===== config.mk =====
export PLATFORM = sky130hd
export DESIGN_NAME = rhca_front
export DESIGN_NICKNAME = d
export VERILOG_FILES = /design/src/hdl/rhca_pkg.sv /design/src/hdl/rhca_front.sv
export SDC_FILE = /design/constraint.sdc
export NUM_CORES = 1
export LEC_CHECK = 0
export BUFFER_PORTS_ARGS = -buffer_cell sky130_fd_sc_hd__buf_2
export CORE_MARGIN = 2
export CORE_UTILIZATION = 27
export CTS_CLUSTER_DIAMETER = 100
export DETAILED_ROUTE_END_ITERATION = 16
export HOLD_SLACK_MARGIN = 0.1
export PLACE_DENSITY = 0.51
export SETUP_SLACK_MARGIN = 0.3
export SLEW_MARGIN = 20
export SYNTH_ARGS = -nofsm -noshare
export SYNTH_HDL_FRONTEND = slang
export SYNTH_SLANG_ARGS = --single-unit

===== constraint.sdc =====
create_clock -name clk -period 29.7 [get_ports clk]
set_input_delay 4.455 -clock clk [delete_from_list [all_inputs] [get_ports clk]]
set_output_delay 4.455 -clock clk [all_outputs]
set_load 0.02 [all_outputs]

===== src/hdl/rhca_pkg.sv =====
// Shared types, constants and the key hash for the refcounted hash cache.
// No dependencies; every other file but rhca_ram imports this package.
`timescale 1ns / 1ps
`default_nettype none
package rhca_pkg;

  localparam int TABLE_SLOTS = 1024;
  localparam int SLOT_W      = $clog2(TABLE_SLOTS);
  localparam int REF_BITS    = 16;
  localparam int HANDLE_W    = 10;
  localparam int CNT_W       = 11;
  localparam int AGE_W       = 18;

  localparam logic [31:0] HASH_SEED  = 32'd177573;
  localparam logic [15:0] AGE_RESET  = 16'd600;
  localparam logic [62:0] BYTES_RESET = 63'd1000000000;
  localparam logic [15:0] FILES_RESET = 16'd2000;

  // floor(x/3) for x < 2^19 and floor(x/10) for x < 2^16 by reciprocal
  localparam logic [17:0] DIV3_MUL  = 18'd174763;
  localparam logic [15:0] DIV10_MUL = 16'd52429;

  typedef enum logic [1:0] {
    ACT_MAP   = 2'd0,
    ACT_UNMAP = 2'd1,
    ACT_CLEAN = 2'd2,
    ACT_NONE  = 2'd3
  } action_t;

  typedef enum logic [2:0] {
    ST_HIT       = 3'd0,
    ST_INSERTED  = 3'd1,
    ST_FULL      = 3'd2,
    ST_NOT_FOUND = 3'd3,
    ST_ZERO      = 3'd4,
    ST_CLEANED   = 3'd5,
    ST_OVERFLOW  = 3'd6
  } status_t;

  typedef enum logic [1:0] {
    CFG_AGE   = 2'd0,
    CFG_BYTES = 2'd1,
    CFG_FILES = 2'd2
  } cfg_index_t;

  typedef struct packed {
    action_t              action;
    logic [63:0]          inode;
    logic [31:0]          device;
    logic [62:0]          size;
    logic [62:0]          ctime;
    logic [62:0]          now;
    logic [HANDLE_W-1:0]  handle;
    logic [SLOT_W-1:0]    home;
  } item_t;

  typedef struct packed {
    status_t              status;
    logic [HANDLE_W-1:0]  handle;
    logic [CNT_W-1:0]     evicted;
    logic [CNT_W-1:0]     active;
    logic [63:0]          bytes;
    logic [AGE_W-1:0]     age;
  } result_t;

  typedef struct packed {
    logic                 valid;
    logic [63:0]          inode;
    logic [31:0]          device;
    logic [62:0]          size;
    logic [62:0]          ctime;
    logic [REF_BITS-1:0]  refs;
    logic [62:0]          last;
  } entry_t;

  function automatic logic [31:0] key_hash(input logic [63:0] ino, input logic [31:0] dev,
                                           input logic [62:0] size, input logic [62:0] ct);
    logic [31:0] h;
    h = HASH_SEED ^ ino[31:0];
    h = h + (h << 5);
    h = h ^ dev;
    h = h + (h << 5);
    h = h ^ size[31:0];
    h = h + (h << 5);
    h = h ^ ct[31:0];
    return h;
  endfunction

endpackage
`default_nettype wire


===== src/hdl/rhca_front.sv =====
// Front end: takes request transactions, hashes the key, and holds them
// in a two-entry issue queue for the back end. Depends on rhca_pkg.
`timescale 1ns / 1ps
`default_nettype none
module rhca_front (
  input  wire logic                           clk,
  input  wire logic                           rst,
  input  wire logic                           push,
  output logic                                full,
  input  wire logic [1:0]                     action,
  input  wire logic [63:0]                    file_inode,
  input  wire logic [31:0]                    file_device,
  input  wire logic [62:0]                    file_size,
  input  wire logic [62:0]                    change_time,
  input  wire logic [62:0]                    now_seconds,
  input  wire logic [rhca_pkg::HANDLE_W-1:0]  slot_handle,
  input  wire logic                           busy,
  input  wire logic                           q_pop,
  output logic                                q_empty,
  output rhca_pkg::item_t                     q_item
);
  import rhca_pkg::*;

  item_t       slots [2];
  logic        wr_ptr;
  logic        rd_ptr;
  logic [1:0]  count;
  logic [31:0] hash;
  item_t       item_in;
  logic        accept;

  assign hash = key_hash(file_inode, file_device, file_size, change_time);

  always_comb begin
    item_in.action = action_t'(action);
    item_in.inode  = file_inode;
    item_in.device = file_device;
    item_in.size   = file_size;
    item_in.ctime  = change_time;
    item_in.now    = now_seconds;
    item_in.handle = slot_handle;
    item_in.home   = hash[SLOT_W-1:0];
  end

  assign full    = (count == 2'd2) || busy;
  assign accept  = push && !full;
  assign q_empty = (count == 2'd0);
  assign q_item  = slots[rd_ptr];

  always_ff @(posedge clk) begin
    if (accept) begin
      slots[wr_ptr] <= item_in;
    end
    if (rst) begin
      wr_ptr <= 1'b0;
      rd_ptr <= 1'b0;
      count  <= 2'd0;
    end else begin
      if (accept) wr_ptr <= ~wr_ptr;
      if (q_pop)  rd_ptr <= ~rd_ptr;
      count <= count + {1'b0, accept} - {1'b0, q_pop};
    end
  end
endmodule
`default_nettype wire


==> impl_results.md <==
- Via density: a little over 4
- Layout area overhead: 30.0%
- DP Cell Count: 2788
- TNS Setup: 0 ns
- Syn Nets: 1378
- Ports: 611
- Fmax: 106 MHz
- Antenna violations before repair: 16
- Site row count: between 100 and 150
- Top cells by area, synth: edfxtp_1 (80%), mux2_2 (15%), xnor2_1 (0.84%)
- Final Cycle Share: 0.317
- Main flop type after synthesis: edfxtp_1
- Reg2Reg Depth: 6
- Largest net degree at the start of global routing: ~140
- Final ANT Viol Nets: 0
- Postcts setup bufs: 0
- Tmin final: between 9 and 10 ns
- HP Start: rd_ptr$_SDFFE_PP0P_
- Post-synthesis sequential area ratio: 0.806
- Core Footprint: 84700 um^2
- RSZ-0062 raised after global routing: no
- Drt drc: 0
- First-pass GRT wire length: 77500 um
- Total gr overflow: 0
- Detailed Place HPWL: 37200 um
- Worst-path fanout max: 3
- FILL cells: a little over 8000
- Die Area: 87500 um^2
- Clk slew on worst S/H paths: 0.06 ns
- CTS Hold Buffers Added: 0
- Initial Util: 0.271
- Max Transition Viols Final: 0
- Int Power: 1.68 mW
- Port bufs: 610
- Cell area after synthesis: about 23000 um^2
- Ys Warns: 0
- Syn avg cell area: 21.7 um^2
- Pre-antenna DRT Iters: 5
- WL/cell: roughly 19 um
- Crit. End Element: output pin
- Clock Skew: 0.0206 ns
- Hold depth: 2
- M3 GR Usage: 0.0432
- Yosys top cell by area: edfxtp_1
- Routing usage on met2: 0.204
- Sw Share: 0.246
- R2r startpoint: count[0]$_SDFF_PP0_
- Net Switching: 0.550 mW
- Worst VDD drop: approximately 0.000046 V
- Die Ht: 296 um
- Hold Slack: 0.519 ns
- Die Wd: 296 um
- Cell variety after synth: 17
- CP Class: in2out
- Max-cap violation count: 0
- Worst Hold Class: reg2reg
- Clock buffer depth: 3
- Final net count: 2038
- Status: finished, final reports clean
- R2R Setup Slk: 26.08 ns
- Sink Count: 619
- Clk pwr share: 0.399
- Slowest stage delay, CP: 0.20 ns
- Worst endpoint required time: roughly 25 ns
- Clock Latency Late Sink: about 0.59 ns
- Vias in the first global route: 12360
- Fraction of registers with async set/reset: 0
- Post-Route WL: between 50000 and 60000 um
- CTS tree: done
- GRT busiest layer: met2
- #FFs+latches synth: 619
- Final hold viol count: 0
- Max transition margin: 0.295
- Synth Instances: 1059
- Crit path DAT: slightly below 5 ns
- Fin cells: 2924
- Clk root buf: clkbuf_16
- M1 GR Usage: 0.132
- Seq pwr share: 0.465
- Gr usage total: 0.118
- Most common cell on crit path: buf_2
- Via count: 12014
- Endpoints failing setup: 0
- Startpoint Class: primary input
- CP max stage cell: a21oi_1
- Drt initial violations: 549
- Pwr dens: 74.7 nW/um^2
- Post-synth EDFFs: around 610
- Leakage: 10.9 nW
- FF-to-FF End: slots[0][300]$_DFFE_PP_
- # resized after CTS: 0
- Top cell type's share of synthesized area: 0.802
- Power, Total: around 2.2 mW
- CTS H-tree lvls: 3
- CTS buffer count: 72
- Comb pwr share: 0.136
- Share of cells above drive strength 1: 0.585
- Placer Congestion: 0.749
- Worst-margin pin slew: between 1 and 1.5 ns
- Cell Chain, Critical Path: buf_2, a21oi_1, inv_1, buf_2
-- synthesized netlist by cell type (3+ instances only) --
master      n
xor2_1     20
buf_2      34
inv_1      16
a21o_1      6
xnor2_1    22
dfxtp_1     5
mux2_2    307
a21oi_1     7
fa_1        3
ha_1       14
edfxtp_1  614
nor2_1      6
-- kinds of logic (layout without fill, tap and decap cells) --
| family | after synthesis | count (layout) | share of synthesized area |
|---|---|---|---|
| compound gates | 13 | 13 | 0.00348 |
| mux | 307 | 307 | 0.150 |
| flops | 619 | 619 | 0.806 |
| simple gates | 9 | 9 | 0.00169 |
| fa+ha+maj | 17 | 17 | 0.0102 |
| other cells | 0 | 6 | 0 |
| buf+inv | 50 | 765 | 0.0100 |
| xor+xnor | 44 | 44 | 0.0177 |
-- layout make-up --
cell class / count / area, um^2 / share of cell area
Tap cell: 1144 / 1430 / 0.0479
Timing Repair Buffer: 620 / 3190 / 0.107
Clock inverter: 40 / 503 / 0.0168
Multi-Input combinational cell: 390 / 4230 / 0.142
Antenna cell: 6 / 15.0 / 0.000503
Clock buffer: 89 / 1910 / 0.0638
Sequential cell: 619 / 18500 / 0.621
Inverter: 16 / 60.1 / 0.00201
-- cell usage in the layout (no fill, tap or decap), types with 9 or more instances in the layout --
| master | n |
|---|---|
| edfxtp_1 | 614 |
| buf_2 | 610 |
| mux2_2 | 307 |
| clkbuf_16 | 73 |
| xnor2_1 | 22 |
| xor2_1 | 20 |
| inv_1 | 16 |
| ha_1 | 14 |
| clkbuf_1 | 14 |
| clkinv_2 | 13 |
| clkinv_1 | 9 |
| bufinv_16 | 9 |
-- per-layer routing --
| metal | wire (um) | vias up |
|---|---|---|
| met2 | 28300 | 368 |
| met3 | 4740 | 108 |
| met4 | 1500 | 18 |
| met5 | 108 | - |
| met1 | 20700 | 5989 |
| li1 | - | 5531 |
-- flip-flops by register name, indices dropped and copies added (netlist names), named ones only --
name	flops
count	2
slots	614
wr_ptr	1
rd_ptr	1
-- metrics by stage --
stage               area (um^2)  utilization  worst slack [ns]
global placement          27400        0.324             20.25
detailed placement        27400        0.324             20.28
finish                    29900        0.353             20.27
floorplan                 23000            -             11.25
global route              29900        0.352             20.24
CTS                       29800        0.352             20.28
-- worst max-delay path by stage --
stage | from | end | slack [ns] | cells after the start
2_1_floorplan | busy | slots[0][0]$_DFFE_PP_ | 11.25 | 3
3_3_place_gp | busy | full | 20.25 | 4
3_5_place_dp | busy | full | 20.28 | 4
4_1_cts | busy | full | 20.28 | 4
5_1_grt | busy | full | 20.24 | 4
6_report | busy | full | 20.27 | 4
-- power by group through the flow --
stage	registers (mW)	clock network [mW]	logic [mW]
after floorplan	1.08	0	0.192
after global placement	1.05	0	0.305
final	1.04	0.891	0.303
after global routing	1.04	0.955	0.328
after CTS	1.04	0.922	0.310
after detailed placement	1.06	0	0.308
-- critical path: cells and delay by family --
kind	cells	cell delay (ns)
AO/OA/AOI/OAI	1	0.20
buffers and inverters	3	0.32
No activity file was read; power rests on OpenSTA's default activity.
