`config.mk`:
```
export PLATFORM = sky130hd
export DESIGN_NAME = rhca_outq
export DESIGN_NICKNAME = d
export VERILOG_FILES = /design/src/hdl/rhca_pkg.sv /design/src/hdl/rhca_outq.sv
export SDC_FILE = /design/constraint.sdc
export NUM_CORES = 1
export LEC_CHECK = 0
export ABC_AREA = 1
export ABC_CLOCK_PERIOD_IN_PS = 6000
export BUFFER_PORTS_ARGS = -buffer_cell sky130_fd_sc_hd__buf_2
export CAP_MARGIN = 20
export CORE_ASPECT_RATIO = 1.5
export CORE_MARGIN = 2
export CORE_UTILIZATION = 47
export DETAILED_ROUTE_END_ITERATION = 8
export PLACE_DENSITY = 0.76
export RECOVER_POWER = 25
export SKIP_LAST_GASP = 1
export SYNTH_ARGS = -nofsm -noshare
export SYNTH_HDL_FRONTEND = slang
export SYNTH_SLANG_ARGS = --single-unit
```
`constraint.sdc`:
```
create_clock -name clk -period 6 [get_ports clk]
set_clock_uncertainty 0.05 [all_clocks]
set_input_delay 0.3 -clock clk [delete_from_list [all_inputs] [get_ports clk]]
set_output_delay 0.3 -clock clk [all_outputs]
set_load 0.1 [all_outputs]
```
`src/hdl/rhca_pkg.sv`:
```
// Shared types, constants and the key hash for the refcounted hash cache.
// No dependencies; every other file but rhca_ram imports this package.
`timescale 1ns / 1ps
`default_nettype none
package rhca_pkg;

  localparam int TABLE_SLOTS = 1024;
  localparam int SLOT_W      = $clog2(TABLE_SLOTS);
  localparam int REF_BITS    = 16;
  localparam int HANDLE_W    = 10;
  localparam int CNT_W       = 11;
  localparam int AGE_W       = 18;

  localparam logic [31:0] HASH_SEED  = 32'd177573;
  localparam logic [15:0] AGE_RESET  = 16'd600;
  localparam logic [62:0] BYTES_RESET = 63'd1000000000;
  localparam logic [15:0] FILES_RESET = 16'd2000;

  // floor(x/3) for x < 2^19 and floor(x/10) for x < 2^16 by reciprocal
  localparam logic [17:0] DIV3_MUL  = 18'd174763;
  localparam logic [15:0] DIV10_MUL = 16'd52429;

  typedef enum logic [1:0] {
    ACT_MAP   = 2'd0,
    ACT_UNMAP = 2'd1,
    ACT_CLEAN = 2'd2,
    ACT_NONE  = 2'd3
  } action_t;

  typedef enum logic [2:0] {
    ST_HIT       = 3'd0,
    ST_INSERTED  = 3'd1,
    ST_FULL      = 3'd2,
    ST_NOT_FOUND = 3'd3,
    ST_ZERO      = 3'd4,
    ST_CLEANED   = 3'd5,
    ST_OVERFLOW  = 3'd6
  } status_t;

  typedef enum logic [1:0] {
    CFG_AGE   = 2'd0,
    CFG_BYTES = 2'd1,
    CFG_FILES = 2'd2
  } cfg_index_t;

  typedef struct packed {
    action_t              action;
    logic [63:0]          inode;
    logic [31:0]          device;
    logic [62:0]          size;
    logic [62:0]          ctime;
    logic [62:0]          now;
    logic [HANDLE_W-1:0]  handle;
    logic [SLOT_W-1:0]    home;
  } item_t;

  typedef struct packed {
    status_t              status;
    logic [HANDLE_W-1:0]  handle;
    logic [CNT_W-1:0]     evicted;
    logic [CNT_W-1:0]     active;
    logic [63:0]          bytes;
    logic [AGE_W-1:0]     age;
  } result_t;

  typedef struct packed {
    logic                 valid;
    logic [63:0]          inode;
    logic [31:0]          device;
    logic [62:0]          size;
    logic [62:0]          ctime;
    logic [REF_BITS-1:0]  refs;
    logic [62:0]          last;
  } entry_t;

  function automatic logic [31:0] key_hash(input logic [63:0] ino, input logic [31:0] dev,
                                           input logic [62:0] size, input logic [62:0] ct);
    logic [31:0] h;
    h = HASH_SEED ^ ino[31:0];
    h = h + (h << 5);
    h = h ^ dev;
    h = h + (h << 5);
    h = h ^ size[31:0];
    h = h + (h << 5);
    h = h ^ ct[31:0];
    return h;
  endfunction

endpackage
`default_nettype wire

```
`src/hdl/rhca_outq.sv`:
```
// Two-entry result queue between the back end and the result ports.
// Depends on rhca_pkg.
`timescale 1ns / 1ps
`default_nettype none
module rhca_outq (
  input  wire logic              clk,
  input  wire logic              rst,
  input  wire logic              wr,
  input  rhca_pkg::result_t      wr_data,
  output logic                   q_full,
  input  wire logic              pop,
  output logic                   empty,
  output rhca_pkg::result_t      head
);
  import rhca_pkg::*;

  result_t    slots [2];
  logic       wr_ptr;
  logic       rd_ptr;
  logic [1:0] count;
  logic       do_wr;
  logic       do_rd;

  assign q_full = (count == 2'd2);
  assign empty  = (count == 2'd0);
  assign head   = slots[rd_ptr];
  assign do_wr  = wr && !q_full;
  assign do_rd  = pop && !empty;

  always_ff @(posedge clk) begin
    if (do_wr) begin
      slots[wr_ptr] <= wr_data;
    end
    if (rst) begin
      wr_ptr <= 1'b0;
      rd_ptr <= 1'b0;
      count  <= 2'd0;
    end else begin
      if (do_wr) wr_ptr <= ~wr_ptr;
      if (do_rd) rd_ptr <= ~rd_ptr;
      count <= count + {1'b0, do_wr} - {1'b0, do_rd};
    end
  end
endmodule
`default_nettype wire

```
==> results.json, run 1 <==
{
  "worstMarginPinSlew_ps": 847.5,
  "postCtsSetupBuffers": 0,
  "grt_pass1_wl_um": 26830,
  "post-route-period-util_pct": 44.18,
  "dieArea_sq_um": 19870,
  "n_fill_cell": 1283,
  "antenna_found_initial": 0,
  "areaGrowthSynthToFinish_pct": 36.91,
  "rsz0062_at_grt": "no",
  "drt_pass1_iterations": 6,
  "rows": 61,
  "cts.root.buffer_cell": "clkbuf_16",
  "clkPwrFrac_pct": 19.8,
  "ys_ff_latch": 239,
  "grt_most_used_layer": "met2",
  "cp.required_ps": 6070,
  "power.leakage_nw": 4.524,
  "ys.warnings.count": 0,
  "grt_max_degree": 78,
  "clock-sinks": 239,
  "avgViaCountPerCell": 4.854,
  "holdCritPathClass": "input port to register",
  "power.internal_mw": 3.346,
  "period_needed_ps": 2651,
  "design.final.nets": 899,
  "yosys.area.top_type": "edfxtp_1",
  "detailedPlacementHpwl_um": 11000,
  "clock_tree_from_tritoncts": "done",
  "syn_nets": 526,
  "outcome": "completed",
  "ctsLongestPathBuffers": 3,
  "most_frequent_cells_after_synthesis": "edfxtp_1 (234), mux2_2 (87), mux2_4 (30)",
  "power.density_nw_per_um2": 519.4,
  "syn-cell-area_sq_um": 8805,
  "normalized_max_slew_margin_pct": 43.50,
  "inserted_clock_buffers": 22,
  "antenna_violating_nets_post_route": 0,
  "power.sequential.fraction_pct": 35.1,
  "1st_iter_drt_viols": 324,
  "post_route_cells_drive_above_1_share_pct": 43.74,
  "pins_over_slew_limit": 0,
  "yosys_most_used_dff": "edfxtp_1",
  "timing.critical_path.from_type": "register",
  "routed_wirelength_um": 18490,
  "global_route.usage.met1_pct": 17.84,
  "number_of_synthesized_flops_with_an_enable_pin": 234,
  "num_io_pins": 240,
  "yosys.cell_types.count": 12,
  "gr-usage-all-layers_pct": 17.69,
  "route.detailed.drc": 0,
  "comb_power_share_pct": 45.1,
  "path_max_fanout": 62,
  "synth_area_per_cell_sq_um": 21.85,
  "vdd.ir_drop.worst_uv": 384.9,
  "synth_top_area_share_pct": 79.81,
  "seq_area_frac_synth_pct": 80.94,
  "timing.setup.tns_ps": 0,
  "core-area_sq_um": 18470,
  "ctsHtreeMaxLevel": 1,
  "globalplace.congestion": 0.7393,
  "detailroute.via_count": 5068,
  "cts.clk_slew.worst_paths_ps": 60,
  "timing.setup.critical_path_class": "register to register",
  "grt.met2_usage_pct": 34.22,
  "placement.io_buffers": 239,
  "worst_skew_pair_latency_ps": 500,
  "wire_per_inst_um": 17.71,
  "final_util_pct": 65.26,
  "setup_viol": 0,
  "timing.final.hold_violations": 0,
  "met3_usage_pct": 4.193,
  "synth_top_cells_by_area": "edfxtp_1 (80%), mux2_2 (11%), mux2_4 (5.1%)",
  "die_w_um": 115.8,
  "max-cap-violations": 0,
  "die-height_um": 171.6,
  "sort_of_element_at_the_end_of_the_critical_path": "register",
  "netSwitchingFraction_pct": 46.56,
  "post_synthesis_async_set_or_reset_flop_share_pct": 0,
  "yosys.cell_count.top_type": "edfxtp_1",
  "vias_in_the_first_global_route": 5529,
  "initial_utilization_pct": 47.67,
  "netlist_instances": 403,
  "power.net_switching_mw": 2.915,
  "grt_remaining_overflow": 0,
  "fmax_mhz": 377.2,
  "cp_data_arrival_time_ps": 2720
}
==> flip-flops by register name, summed over array words and instances, names as in the netlist, named ones only <==
| register | flops |
|---|---|
| count | 2 |
| rd_ptr | 1 |
| slots | 234 |
| wr_ptr | 1 |
==> layout by cell type, fill, tap and decap left out, types with 4 or more instances in the layout <==
cell type,n
dlygate4sd3_1,118
mux2_2,87
edfxtp_1,234
mux2_4,30
buf_2,190
inv_1,9
clkbuf_1,51
nand2_1,8
buf_4,4
clkinv_1,6
nor2_1,8
clkbuf_16,22
clkinv_2,4
dfxtp_1,4
==> metal layers <==
layer	wire (um)	part of all wire, %
met5	0	0
met2	10540	57
met4	560	3.0
met1	6307	34
met3	1088	5.9
==> kinds of logic (layout without fill, tap and decap cells) <==
| logic type | after synthesis | after routing | synth area share (%) |
|---|---|---|---|
| flops | 239 | 239 | 80.94 |
| mux | 117 | 117 | 16.24 |
| buf+inv | 23 | 411 | 1.521 |
| simple gates | 20 | 20 | 0.8952 |
| fa+ha+maj | 2 | 2 | 0.2842 |
| compound gates | 2 | 2 | 0.1137 |
| other cells | 0 | 1 | 0 |
==> layout make-up <==
type / count / area, sq um / area share [%]
repair buffers: 362 / 2377 / 19.72
multi-input cells: 141 / 1551 / 12.87
inverters: 10 / 40.04 / 0.3322
clock inverters: 12 / 67.56 / 0.5605
flip-flops and latches: 239 / 7131 / 59.15
well taps: 252 / 315.3 / 2.616
diodes: 1 / 2.502 / 0.02076
clock buffers: 27 / 569.3 / 4.723
==> metrics by stage <==
step	cell area (sq um)	hold WS [ps]	power [mW]	instances	worst slack [ps]
floorplan	8807	321.2	4.625	403	1904
global placement	10260	421.9	4.946	885	3180
detailed placement	10260	438.8	4.990	885	3127
CTS	12080	21.65	6.292	1042	2594
global route	12050	79.64	6.466	1043	3129
finish	12050	61.07	6.261	1044	3349
==> path summary, 6_finish.rpt <==
path | from | end | slack [ps] | cells past startpoint
worst min-delay path | wr | wr_ptr | 60 | 3
worst min register to register | rd_ptr | rd_ptr | 490 | 2
worst max register to register | count[0] | slots[0][76] | 3350 | 6
worst max-delay path | count[0] | slots[0][76] | 3350 | 6
==> power by group through the flow <==
stage	logic [mW]	registers, mW	clock network [mW]
after floorplan	2.41	2.21	0
after global routing	2.92	2.22	1.34
final	2.82	2.20	1.24
after global placement	2.68	2.27	0
after detailed placement	2.70	2.29	0
after CTS	2.77	2.25	1.27
==> critical path: stages (launching register included) <==
cell,delay [ps]
dfxtp_1,360
inv_1,70
nand2_1,120
nand2_1,130
nor2_4,100
buf_4,580
buf_4,760
==> what timing repair did <==
action	CTS	global route
hold endpoints to repair	235	0
resized for setup	0	0
hold buffers	118	0
Power figures use the tool's default switching activity.
==> run 2: changes to the inputs <==
--- a/config.mk
+++ b/config.mk
@@ -5,8 +5,8 @@
 export SDC_FILE = /design/constraint.sdc
 export NUM_CORES = 1
 export LEC_CHECK = 0
-export ABC_AREA = 1
-export ABC_CLOCK_PERIOD_IN_PS = 6000
+export ABC_AREA = 0
+export ABC_CLOCK_PERIOD_IN_PS = 2270
 export BUFFER_PORTS_ARGS = -buffer_cell sky130_fd_sc_hd__buf_2
 export CAP_MARGIN = 20
 export CORE_ASPECT_RATIO = 1.5
==> constraint.sdc (replaced) <==
create_clock -name clk -period 2.27 [get_ports clk]
set_clock_uncertainty 0.05 [all_clocks]
set_input_delay 0.1135 -clock clk [delete_from_list [all_inputs] [get_ports clk]]
set_output_delay 0.1135 -clock clk [all_outputs]
set_load 0.1 [all_outputs]
==> results.json, run 2 <==
{
  "cts.root.buffer_cell": "clkbuf_16",
  "timing.setup.critical_path_class": "register to output pin",
  "timing.setup.tns_ps": 0,
  "detail_route.wirelength.met1_um": 6508,
  "detailroute.via_count": 5097,
  "core-area_sq_um": 18470,
  "timing.critical_path.buf_inv": 3,
  "mostFrequentLayoutCell": "edfxtp_1",
  "syn-cell-area_sq_um": 8786,
  "most_frequent_cells_after_synthesis": "edfxtp_1 (234), mux2_2 (87), mux2_4 (30)",
  "cp.required_ps": 2110,
  "worst_hold_path.num_cells": 4,
  "netlist_instances": 391,
  "grt_pass1_wl_um": 28180,
  "route.detailed.drc": 0,
  "path_max_fanout": 46,
  "period_needed_ps": 2150,
  "max_reg_flops": 234,
  "yosys.area.top_type": "edfxtp_1",
  "grt_max_degree": 62,
  "worst_skew_pair_latency_ps": 490,
  "seq_area_frac_synth_pct": 81.12,
  "met2_length_um": 10510,
  "yosys.cell_count.top_type": "edfxtp_1",
  "path_delay_family": "buffers and inverters",
  "yosys.cell_types.count": 21,
  "post_route_cells_drive_above_1_share_pct": 44.12,
  "postLayoutCellArea_sq_um": 12480,
  "reg2regPathDepth": 5,
  "number_of_stages_on_the_worst_setup_path": 4,
  "outcome": "completed",
  "cp_data_arrival_time_ps": 1990,
  "vias_in_the_first_global_route": 5497,
  "detailedPlacementHpwl_um": 11330,
  "clock-sinks": 239,
  "die-height_um": 171.5,
  "ys.warnings.count": 0,
  "number_of_synthesized_flops_with_an_enable_pin": 234,
  "drt_pass1_iterations": 5,
  "inserted_clock_buffers": 21,
  "initial_utilization_pct": 47.57,
  "final_cell_count_without_fillers": 1036,
  "routed_wirelength_um": 19050,
  "die_w_um": 115.6,
  "grt_remaining_overflow": 0,
  "reg2reg_setup_slack_ps": 410,
  "worstPathCellList": "buf_16, buf_4, mux2_4, buf_12",
  "syn_nets": 514,
  "pins_over_slew_limit": 0,
  "avgViaCountPerCell": 4.920,
  "met3_length_um": 1176,
  "synth_top_cells_by_area": "edfxtp_1 (80%), mux2_2 (11%), mux2_4 (5.1%)",
  "num_io_pins": 240,
  "placement.io_buffers": 239,
  "antenna_found_initial": 2,
  "setup.worst_path.end": "head[93]",
  "post-route-period-util_pct": 94.70,
  "normalized_max_slew_margin_pct": 64.75,
  "post_synthesis_async_set_or_reset_flop_share_pct": 0,
  "rows": 61,
  "topRoutingLayerUsed": "met4",
  "ctsHtreeMaxLevel": 1,
  "dp.cells": 876,
  "critical_path.max_stage_delay_ps": 460,
  "timing.final.hold_violations": 0,
  "clock_tree_from_tritoncts": "done",
  "synth_top_area_share_pct": 79.98,
  "hold-worst-slack_ps": 17.39,
  "ys_ff_latch": 239,
  "mostFrequentLayoutCells": "edfxtp_1 (234), buf_2 (162), dlygate4sd3_1 (120)",
  "ctsLongestPathBuffers": 3,
  "dieArea_sq_um": 19830,
  "cts.clk_slew.worst_paths_ps": 60,
  "holdCritPathClass": "input port to register",
  "worstMarginPinSlew_ps": 532.5,
  "fmax_mhz": 465.2,
  "1st_iter_drt_viols": 233,
  "startpoint_of_the_worst_register_to_register_path": "count[0]",
  "timing.critical_path.from_type": "register",
  "gr-usage-all-layers_pct": 18.53,
  "design.final.nets": 891,
  "top_regs": "slots (234), count (2)",
  "areaGrowthSynthToFinish_pct": 42.02,
  "critPathSlowestCell": "dfxtp_4",
  "registers.top_by_ff_count": "slots",
  "max-cap-violations": 0,
  "wire_per_inst_um": 18.39,
  "yosys_most_used_dff": "edfxtp_1",
  "antenna_violating_nets_post_route": 0,
  "rsz0062_at_grt": "no",
  "globalplace.congestion": 0.7671,
  "synth_area_per_cell_sq_um": 22.47,
  "setup_viol": 0,
  "regToRegEndpoint": "slots[0][109]",
  "sort_of_element_at_the_end_of_the_critical_path": "output pin",
  "dpl-instance-area_sq_um": 10700
}
run 2: changes by cell type after synthesis, sizes merged, moves of 3 or more:
cell,before,now
nand2,8,1
nand3,3,0
nor2,9,4
inv,10,4
run 2: metrics by stage:
| step | util [%] | setup WS (ps) |
|---|---|---|
| after floorplan | - | -903.5 |
| after global placement | 57.95 | 494.7 |
| after CTS | 67.86 | -8.662 |
| after detailed placement | 57.95 | 441.5 |
| final | 67.56 | 120.2 |
| after global routing | 67.56 | 27.29 |
run 2: what timing repair did:
action | in CTS | in global routing
endpoints found under the setup margin | 5 | 77
cloned | 0 | 0
setup buffers | 0 | 1
hold buffers | 120 | 0
hold endpoints to repair | 239 | 0
resized for setup | 1 | 0
run 2: final cells by class:
class	instances	area (sq um)
flip-flops and latches	239	7133
fillers	1208	5992
repair buffers	367	2818
multi-input cells	135	1563
clock buffers	26	544.3
well taps	252	315.3
clock inverters	11	77.57
inverters	4	22.52
diodes	2	5.005
run 2: worst min-delay path by stage:
| stage | startpoint | to | slack (ps) |
|---|---|---|---|
| 3_5_place_dp | wr_data[80] | slots[1][80] | 260 |
| 6_report | pop | rd_ptr | 20 |
| 2_1_floorplan | rst | count[0] | 130 |
| 3_3_place_gp | wr_data[59] | slots[0][59] | 250 |
| 4_1_cts | pop | rd_ptr | 10 |
| 5_1_grt | pop | rd_ptr | 60 |
run 2: cells by family (layout without fill, tap and decap cells):
logic type / Yosys count / count (layout) / synth area share [%]
multiplexers: 117 / 117 / 16.28
other: 0 / 2 / 0
AND/OR/NAND/NOR: 11 / 11 / 0.6551
XOR/XNOR: 2 / 2 / 0.1994
buffers and inverters: 17 / 408 / 1.267
flip-flops: 239 / 239 / 81.12
AO/OA/AOI/OAI: 3 / 3 / 0.1993
adder cells (fa/ha/maj): 2 / 2 / 0.2848
run 2: worst register-to-register path: cells and delay by family, from the launching register on:
| family | cells | cell delay [ps] |
|---|---|---|
| AND/OR/NAND/NOR | 2 | 540 |
| buffers and inverters | 3 | 520 |
| flip-flops | 1 | 350 |
run 2: routing by layer:
metal,vias to the layer above,GRT usage (%)
li1,2303,-
met1,2507,18.92
met2,236,35.21
met3,51,4.052
met4,0,8.592
met5,-,0
Power of run 2 is not shown: default switching activity piles up to over one toggle a cycle in this logic, so the estimate is an artifact.
==> run 3: changes to the inputs <==
--- a/config.mk
+++ b/config.mk
@@ -13,6 +13,7 @@
 export CORE_MARGIN = 2
 export CORE_UTILIZATION = 47
 export DETAILED_ROUTE_END_ITERATION = 8
+export HOLD_SLACK_MARGIN = 0.06
 export PLACE_DENSITY = 0.76
 export RECOVER_POWER = 25
 export SKIP_LAST_GASP = 1
==> results.json, run 3 (synthesis results as in run 2) <==
{
  "inserted_clock_buffers": 21,
  "routed_wirelength_um": 19060,
  "timing.critical_path.buf_inv": 2,
  "cts.root.buffer_cell": "clkbuf_16",
  "timing.critical_path.from_type": "register",
  "detailroute.via_count": 5051,
  "max_reg_flops": 234,
  "period_needed_ps": 2151,
  "die_w_um": 115.6,
  "top_regs": "slots (234), count (2)",
  "1st_iter_drt_viols": 220,
  "timing.final.hold_violations": 0,
  "ctsLongestPathBuffers": 3,
  "design.final.nets": 892,
  "worst_skew_pair_latency_ps": 490,
  "timing.setup.tns_ps": 0,
  "grt_remaining_overflow": 0,
  "rsz0062_at_grt": "no",
  "wire_per_inst_um": 18.38,
  "final_util_pct": 67.61,
  "detailedPlacementHpwl_um": 11330,
  "antenna_found_initial": 2,
  "core-area_sq_um": 18470,
  "worstMarginPinSlew_ps": 532.9,
  "clock-sinks": 239,
  "grt_max_degree": 62,
  "post-route-period-util_pct": 94.76,
  "post_route_cells_drive_above_1_share_pct": 44.06,
  "route.detailed.drc": 0,
  "rows": 61,
  "cp.required_ps": 2110,
  "ctsHtreeMaxLevel": 1,
  "critical_path.max_stage_delay_ps": 460,
  "setup_viol": 0,
  "normalized_max_slew_margin_pct": 64.72,
  "mostFrequentLayoutCells": "edfxtp_1 (234), buf_2 (162), dlygate4sd3_1 (121)",
  "multiInputGateArea_sq_um": 1563,
  "dieArea_sq_um": 19830,
  "areaGrowthSynthToFinish_pct": 42.14,
  "placement.io_buffers": 239,
  "drt_pass1_iterations": 4,
  "timing.setup.critical_path_class": "register to output pin",
  "path_max_fanout": 49,
  "n_fill_cell": 1208,
  "registers.top_by_ff_count": "slots",
  "mostFrequentLayoutCell": "edfxtp_1",
  "holdCritPathClass": "input port to register",
  "outcome": "completed",
  "cts.clk_slew.worst_paths_ps": 70,
  "gr-usage-all-layers_pct": 18.51,
  "num_io_pins": 240,
  "cp_data_arrival_time_ps": 1990,
  "clock_tree_from_tritoncts": "done",
  "globalplace.congestion": 0.7671,
  "antenna_violating_nets_post_route": 0,
  "max-cap-violations": 0,
  "fmax_mhz": 464.9,
  "initial_utilization_pct": 47.57,
  "sort_of_element_at_the_end_of_the_critical_path": "output pin",
  "sequential_cell_area_sq_um": 7133,
  "pins_over_slew_limit": 0,
  "avgViaCountPerCell": 4.871,
  "die-height_um": 171.5,
  "vias_in_the_first_global_route": 5513,
  "worstPathCellList": "buf_12, mux2_2, buf_2",
  "critPathSlowestCell": "dfxtp_4",
  "grt_pass1_wl_um": 28140,
  "path_delay_family": "buffers and inverters"
}
## run 3: metrics by stage
step           instance area (sq um)  worst slack [ps]  hold WS, ps  cells
2_1_floorplan                   8807            -903.5        127.7    391
3_3_place_gp                   10700             494.7        251.1    876
3_5_place_dp                   10700             441.5        255.1    876
4_1_cts                        12540            -8.662        273.4   1034
5_1_grt                        12490             22.92        275.5   1037
6_report                       12490             118.9        296.5   1037
## run 3: area by class of cell
type / count / share of cell area (%)
inverter: 4 / 0.1803
clock inverter: 11 / 0.6212
multi-input combinational: 135 / 12.51
timing repair buffer: 368 / 22.64
antenna: 2 / 0.04008
clock buffer: 26 / 4.358
sequential: 239 / 57.12
tap: 252 / 2.525
## run 3: metal layers
layer | global-route usage [%] | wire (um) | vias to the layer above
met1 | 18.65 | 6521 | 2494
met4 | 8.592 | 829 | 0
li1 | - | - | 2305
met2 | 35.44 | 10640 | 203
met3 | 4.017 | 1071 | 49
met5 | 0 | 0 | -
## run 3: path summary, 6_finish.rpt
path	from	endpoint	slack, ps	depth (start not counted)
worst max-delay path	register	head[32]	120	3
worst min-delay path	wr_data[85]	slots[0][85]	300	2
worst max register to register	count[0]	slots[0][109]	410	5
worst min register to register	rd_ptr	rd_ptr	480	2
## run 3: timing repair
action | 4_1_cts | 5_1_grt
gates resized for setup | 1 | 0
setup endpoints to repair | 5 | 76
gates cloned | 0 | 0
endpoints found under the hold margin | 239 | 0
buffers inserted | 0 | 1
hold buffers | 121 | 0
Power of run 3 is left out for the same reason.
